$ cat config.mk
export PLATFORM = sky130hd
export DESIGN_NAME = bsr_front_flat
export DESIGN_NICKNAME = d
export VERILOG_FILES = /design/src/rtl/bsr_pkg.sv /design/src/rtl/bsr_in_if.sv /design/src/rtl/bsr_front.sv /design/src/flat_wrapper.sv
export SDC_FILE = /design/constraint.sdc
export NUM_CORES = 1
export LEC_CHECK = 0
export ABC_CLOCK_PERIOD_IN_PS = 10500
export CORE_UTILIZATION = 50
export CTS_CLUSTER_DIAMETER = 150
export DETAILED_ROUTE_END_ITERATION = 12
export DONT_BUFFER_PORTS = 1
export GPL_TIMING_DRIVEN = 0
export PLACE_DENSITY_LB_ADDON = 0.05
export SYNTH_ARGS = -nofsm -noshare
export SYNTH_HDL_FRONTEND = slang
export SYNTH_SLANG_ARGS = --single-unit
export TNS_END_PERCENT = 100
$ cat constraint.sdc
create_clock -name clk -period 10.5 [get_ports clk]
set_input_delay 0 -clock clk [delete_from_list [all_inputs] [get_ports clk]]
set_output_delay 0 -clock clk [all_outputs]
set_load 0.1 [all_outputs]
$ cat src/rtl/bsr_pkg.sv
// Package for the brush stroke rasterizer: register indexes, command codes and
// the item types passed between the front end and the painting back end.
// No dependencies.
`default_nettype none
package bsr_pkg;

  localparam int unsigned CfgAddrBits = 4;

  typedef enum logic [1:0] {
    REG_WIDTH  = 2'd0,
    REG_HEIGHT = 2'd1,
    REG_BRUSH  = 2'd2,
    REG_COLOR  = 2'd3
  } reg_idx_t;

  typedef enum logic [1:0] {
    CMD_STROKE  = 2'd0,
    CMD_READ    = 2'd1,
    CMD_OUTSIDE = 2'd2
  } cmd_t;

  // One classified item, handed from the front end to the back end.
  typedef struct packed {
    cmd_t        cmd;
    logic [8:0]  pos_x;
    logic [8:0]  pos_y;
    logic        right;
    logic        up;
    logic [8:0]  steps_x;
    logic [8:0]  steps_y;
  } job_t;

endpackage
`default_nettype wire

$ cat src/rtl/bsr_in_if.sv
// Input channel of the brush stroke rasterizer: valid/ready plus item fields.
// No dependencies.
`default_nettype none
interface bsr_in_if;
  logic             valid;
  logic             ready;
  logic             kind;
  logic [8:0]       pos_x;
  logic [8:0]       pos_y;
  logic signed [8:0] move_x;
  logic signed [8:0] move_y;
  modport source (output valid, kind, pos_x, pos_y, move_x, move_y, input ready);
  modport sink (input valid, kind, pos_x, pos_y, move_x, move_y, output ready);
endinterface
`default_nettype wire

$ cat src/rtl/bsr_front.sv
// Front end: accepts items, classifies them and clamps the walk step counts.
// Depends on bsr_pkg and bsr_in_if.
`default_nettype none
module bsr_front
  import bsr_pkg::*;
(
  input  wire logic  clk,
  input  wire logic  rst_n,
  bsr_in_if.sink     in_ch,
  input  wire logic [12:0] eff_w,
  input  wire logic [12:0] eff_h,
  output logic       job_valid,
  input  wire logic  job_ready,
  output job_t       job
);
  logic       full_r;
  job_t       job_r;
  job_t       job_nxt;
  logic [9:0] mag_x;
  logic [9:0] mag_y;
  logic [12:0] lim_x;
  logic [12:0] lim_y;
  logic [12:0] px;
  logic [12:0] py;

  assign in_ch.ready = !full_r || job_ready;
  assign job_valid = full_r;
  assign job = job_r;

  always_comb begin
    px = {4'd0, in_ch.pos_x};
    py = {4'd0, in_ch.pos_y};
    mag_x = in_ch.move_x[8] ? 10'(-$signed({in_ch.move_x[8], in_ch.move_x}))
                             : {1'b0, in_ch.move_x};
    mag_y = in_ch.move_y[8] ? 10'(-$signed({in_ch.move_y[8], in_ch.move_y}))
                             : {1'b0, in_ch.move_y};
    job_nxt.pos_x = in_ch.pos_x;
    job_nxt.pos_y = in_ch.pos_y;
    job_nxt.right = !in_ch.move_x[8] && (in_ch.move_x != '0);
    job_nxt.up    = !in_ch.move_y[8] && (in_ch.move_y != '0);
    lim_x = job_nxt.right ? eff_w - 13'd1 - px : px;
    lim_y = job_nxt.up ? py : eff_h - 13'd1 - py;
    job_nxt.steps_x = ({3'd0, mag_x} > lim_x) ? lim_x[8:0] : mag_x[8:0];
    job_nxt.steps_y = ({3'd0, mag_y} > lim_y) ? lim_y[8:0] : mag_y[8:0];
    if (px >= eff_w || py >= eff_h) begin
      job_nxt.cmd = CMD_OUTSIDE;
    end else if (in_ch.kind) begin
      job_nxt.cmd = CMD_READ;
    end else begin
      job_nxt.cmd = CMD_STROKE;
    end
  end

  always_ff @(posedge clk) begin
    if (!rst_n) begin
      full_r <= 1'b0;
    end else if (in_ch.valid && in_ch.ready) begin
      full_r <= 1'b1;
    end else if (job_ready) begin
      full_r <= 1'b0;
    end
  end

  always_ff @(posedge clk) begin
    if (in_ch.valid && in_ch.ready) begin
      job_r <= job_nxt;
    end
  end
endmodule
`default_nettype wire

$ cat src/flat_wrapper.sv
// flat-port wrapper written by rule: the top's interface ports become plain ports
module bsr_front_flat import bsr_pkg::*;
  (clk, rst_n, eff_w, eff_h, job_valid, job_ready, job, in_ch_valid, in_ch_kind, in_ch_pos_x, in_ch_pos_y, in_ch_move_x, in_ch_move_y, in_ch_ready);
  bsr_in_if in_ch_i ();
  input  wire logic clk;
  input  wire logic rst_n;
  input  wire logic [12:0] eff_w;
  input  wire logic [12:0] eff_h;
  output logic job_valid;
  input  wire logic job_ready;
  output job_t job;
  input wire logic [$bits(in_ch_i.valid)-1:0] in_ch_valid;
  input wire logic [$bits(in_ch_i.kind)-1:0] in_ch_kind;
  input wire logic [$bits(in_ch_i.pos_x)-1:0] in_ch_pos_x;
  input wire logic [$bits(in_ch_i.pos_y)-1:0] in_ch_pos_y;
  input wire logic [$bits(in_ch_i.move_x)-1:0] in_ch_move_x;
  input wire logic [$bits(in_ch_i.move_y)-1:0] in_ch_move_y;
  output wire logic [$bits(in_ch_i.ready)-1:0] in_ch_ready;
  assign in_ch_i.valid = in_ch_valid;
  assign in_ch_i.kind = in_ch_kind;
  assign in_ch_i.pos_x = in_ch_pos_x;
  assign in_ch_i.pos_y = in_ch_pos_y;
  assign in_ch_i.move_x = in_ch_move_x;
  assign in_ch_i.move_y = in_ch_move_y;
  assign in_ch_ready = in_ch_i.ready;
  bsr_front u_core (.clk(clk), .rst_n(rst_n), .in_ch(in_ch_i), .eff_w(eff_w), .eff_h(eff_h), .job_valid(job_valid), .job_ready(job_ready), .job(job));
endmodule
==> results.md <==
- Crit path time final: just under 4 ns
- Combinational Power Share: between 20% and 30%
- Worst EP arrival: 4.00 ns
- Largest net degree at the start of global routing: 26
- I/O pin count: around 110
- Via count: roughly 3200
- Flops & latches, synth: approximately 40
- Post-CTS sizing: 0
- Residual DRC count: 0
- Slew Viols, Final: 0
- Maximum clock frequency: around 260 MHz
- VDD IR max: between 0.00006 and 0.00007 V
- Asr flop ratio synth: 0%
- EDFF count, synth: 40
- Sequential Power Share: 48.5%
- Port bufs: 0
- Total grt overflow: 0
- Final setup fails: 0
- Die Wd: slightly above 90 um
- Hold Path End: u_core.job[15]
- Class of the worst hold path: primary input to flip-flop
- First-pass GRT wire length: about 15000 um
- H-tree level count: 2
- Die height: just over 90 um
- Slew HR: a little over a quarter
- Synth cell types: 65
- Fraction of power consumed by the clock network: a little over a fifth
- Post-DP HPWL: between 7000 and 8000 um
- Post-Syn Area: just over 4000 um2
- Fraction of layout cells with a size suffix above 1: ~7.9%
- FF-to-FF setup slack: 7.50 ns
- Period utilisation layout: a little under two fifths
- CTS tree: built
- Pleak: just under 2 nW
- Gr usage total: between 20 and 25%
- Num CTS Buffers: 5
- Routability cong.: ~0.86
- Worst R2R Path Depth: 3
- Mean Syn Cell Area: 9.23 um2
- Hold slack: -0.00383 ns
- HP Start: in_ch_move_x[6]
- Startpoint types: primary input
- Vias in the first global route: 3066
- Net switching fraction of the power: between 40% and 50%
- Internal: approximately 0.35 mW
- # diodes: 0
- Clk slew on worst S/H paths: around 0.10 ns
- Status: finished with violations
- Starting Density: between 50% and 60%
- Setup TNS: 0 ns
- Switching power total: 0.261 mW
- Final Skew: around 0.017 ns
- PwrDens: about 140 nW/um2
- RSZ-0062 raised after global routing: no
- Sink Count: 41
- Syn Inst Count: around 440
- DRT iter0 DRCs: 122
- Hold path depth: 2
- Reg-to-Reg End: u_core.job[35]
- Register area share after synthesis: roughly 30%
- WL/cell: approximately 16 um
- Final core occ: ~58%
- Num rows: 32
- Root cell of the clock tree: clkbuf_8
- CTS Buffer Depth: 2
- Slew @ Worst Pin: between 1 and 1.5 ns
- Antenna Nets Post-Route: 0
- CP Data Required Time: between 10 and 15 ns
- Max Cap Viol: 0
- Fin nets: around 600
- Vias per cell: between 5 and 6
- Crit path kind: primary input to flip-flop
- Reg-to-Reg Start: u_core.job_valid
- Ys Warns: 0
- Total power: 0.613 mW
- DRT Wirelength: 9360 um
- CP max FO: 10
- First-pass DRT Iterations: 5
- Failing checks: negative hold slack
- Die area: around 8400 um2
- Initial antenna violation count: 0
- Clock Latency Late Sink: 0.31 ns
- Core box area: ~8000 um2
- Final Hold Viols: 2
- Crit. End Element: flip-flop
- Top FF cell, synth: edfxtp_1
- Area growth syn-to-layout: 11.9%
cell usage in the layout, fill, tap and decap left out, drive strengths merged, types with 3 or more instances in the layout:
master       instances
nor2b                5
a21o                 9
o31ai                8
mux2i               14
nand2b              11
nor3                16
xnor2               12
o21a                 9
nand2               22
ha                  56
inv                 58
a211oi               6
o21ai               25
or2                  3
xor2                11
mux2                 3
clkbuf              10
nand3                6
nor2                32
buf                  7
nand4                6
edfxtp              40
nor4                 6
dlygate4sd3         22
a21oi               28
a211o                5
cells by family after synthesis:
kind of cell / synth area share, %
DFF: 30.3
adders and majority gates: 18.7
other: 0.0932
AOI/OAI and AO/OA: 19.7
and+or+nand+nor: 14.5
buffers and inverters: 7.18
muxes: 4.51
xor gates and xnor gates: 5.01
layer usage:
| metal | global-route usage [%] | part of all wire [%] |
|---|---|---|
| met5 | 0 | 0 |
| met4 | 6.51 | 1.5 |
| met3 | 5.06 | 7.5 |
| met2 | 33.3 | 41 |
| met1 | 32.2 | 50 |
synth_stat cells (all sizes together), types with 2 or more instances:
master  count  share of area (%)
a211o       5                1.1
a211oi      6                1.2
a21boi      2               0.37
a21o        9                1.7
a21oi      28                3.5
a221oi      2                1.0
a31oi       2               0.31
and2        2               0.37
buf         6                1.4
clkbuf      4               0.40
edfxtp     40                 30
fa          2                1.0
ha         56                 17
inv        58                5.4
mux2        3                1.0
mux2i      14                3.5
nand2      22                2.1
nand2b     11                1.8
nand3       6               0.75
nand4       6               0.93
nor2       32                3.0
nor2b       5               0.78
nor3       16                2.1
nor4        6                1.1
nor4b       2               0.44
o211ai      2               0.37
o21a        9                1.7
o21ai      25                3.2
o31a        2               0.44
o31ai       8                1.6
or2         3               0.47
xnor2      12                2.6
xor2       11                2.4
layout make-up:
cell class	count	area, um2
repair buffers	23	240
multi-input cells	328	2520
well taps	102	128
plain buffers	10	71.3
clock inverters	2	35.0
clock buffers	6	72.6
inverters	58	218
fillers	701	3260
flip-flops and latches	41	1220
what timing repair did:
| item | in CTS | in global routing |
|---|---|---|
| endpoints found under the hold margin | 22 | 0 |
| buffers inserted | 0 | 0 |
| hold buffers | 22 | 0 |
flip-flops by register name, indices dropped and copies added (netlist names):
| name | flops |
|---|---|
| u_core.job_valid | 1 |
| u_core.job | 40 |
power by group through the flow:
| stage | combinational [mW] | sequential [mW] | clock [mW] |
|---|---|---|---|
| after detailed placement | 0.173 | 0.301 | 0 |
| after global routing | 0.204 | 0.299 | 0.141 |
| final | 0.181 | 0.297 | 0.135 |
| after floorplan | 0.139 | 0.300 | 0 |
| after CTS | 0.181 | 0.297 | 0.138 |
| after global placement | 0.168 | 0.302 | 0 |
worst max-delay path, cell delays in order:
cell	delay, ns
inv_1	0.07
ha_1	0.25
and4_2	0.22
nor2_1	0.53
clkbuf_1	0.45
mux2i_1	0.20
ha_1	0.36
a211o_1	0.16
o221ai_1	0.12
a21oi_1	0.24
nor2_1	0.07
o32a_1	0.38
a221oi_4	0.53
buf_6	0.21
nor2_1	0.04
a21oi_1	0.17
worst max-delay path by stage:
stage / depth (start not counted) / end / start
global route: 19 / u_core.job[5] / in_ch_pos_y[0]
finish: 16 / u_core.job[5] / in_ch_move_y[0]
floorplan: 19 / u_core.job[11] / in_ch_pos_x[0]
global placement: 16 / u_core.job[5] / in_ch_move_y[0]
CTS: 18 / u_core.job[11] / in_ch_move_x[0]
detailed placement: 18 / u_core.job[11] / in_ch_move_x[0]
through the flow:
stage | hold WS (ns) | instances | instance area (um2) | setup WS (ns)
4_1_cts | 0.00574 | 570 | 4500 | 6.67
3_5_place_dp | 0.0990 | 540 | 4180 | 6.38
6_report | -0.00383 | 570 | 4500 | 6.64
3_3_place_gp | 0.0990 | 539 | 4160 | 6.37
2_1_floorplan | 0.0989 | 437 | 4030 | 6.85
5_1_grt | 0.00467 | 570 | 4500 | 6.37
No activity file was read; power rests on OpenSTA's default activity.
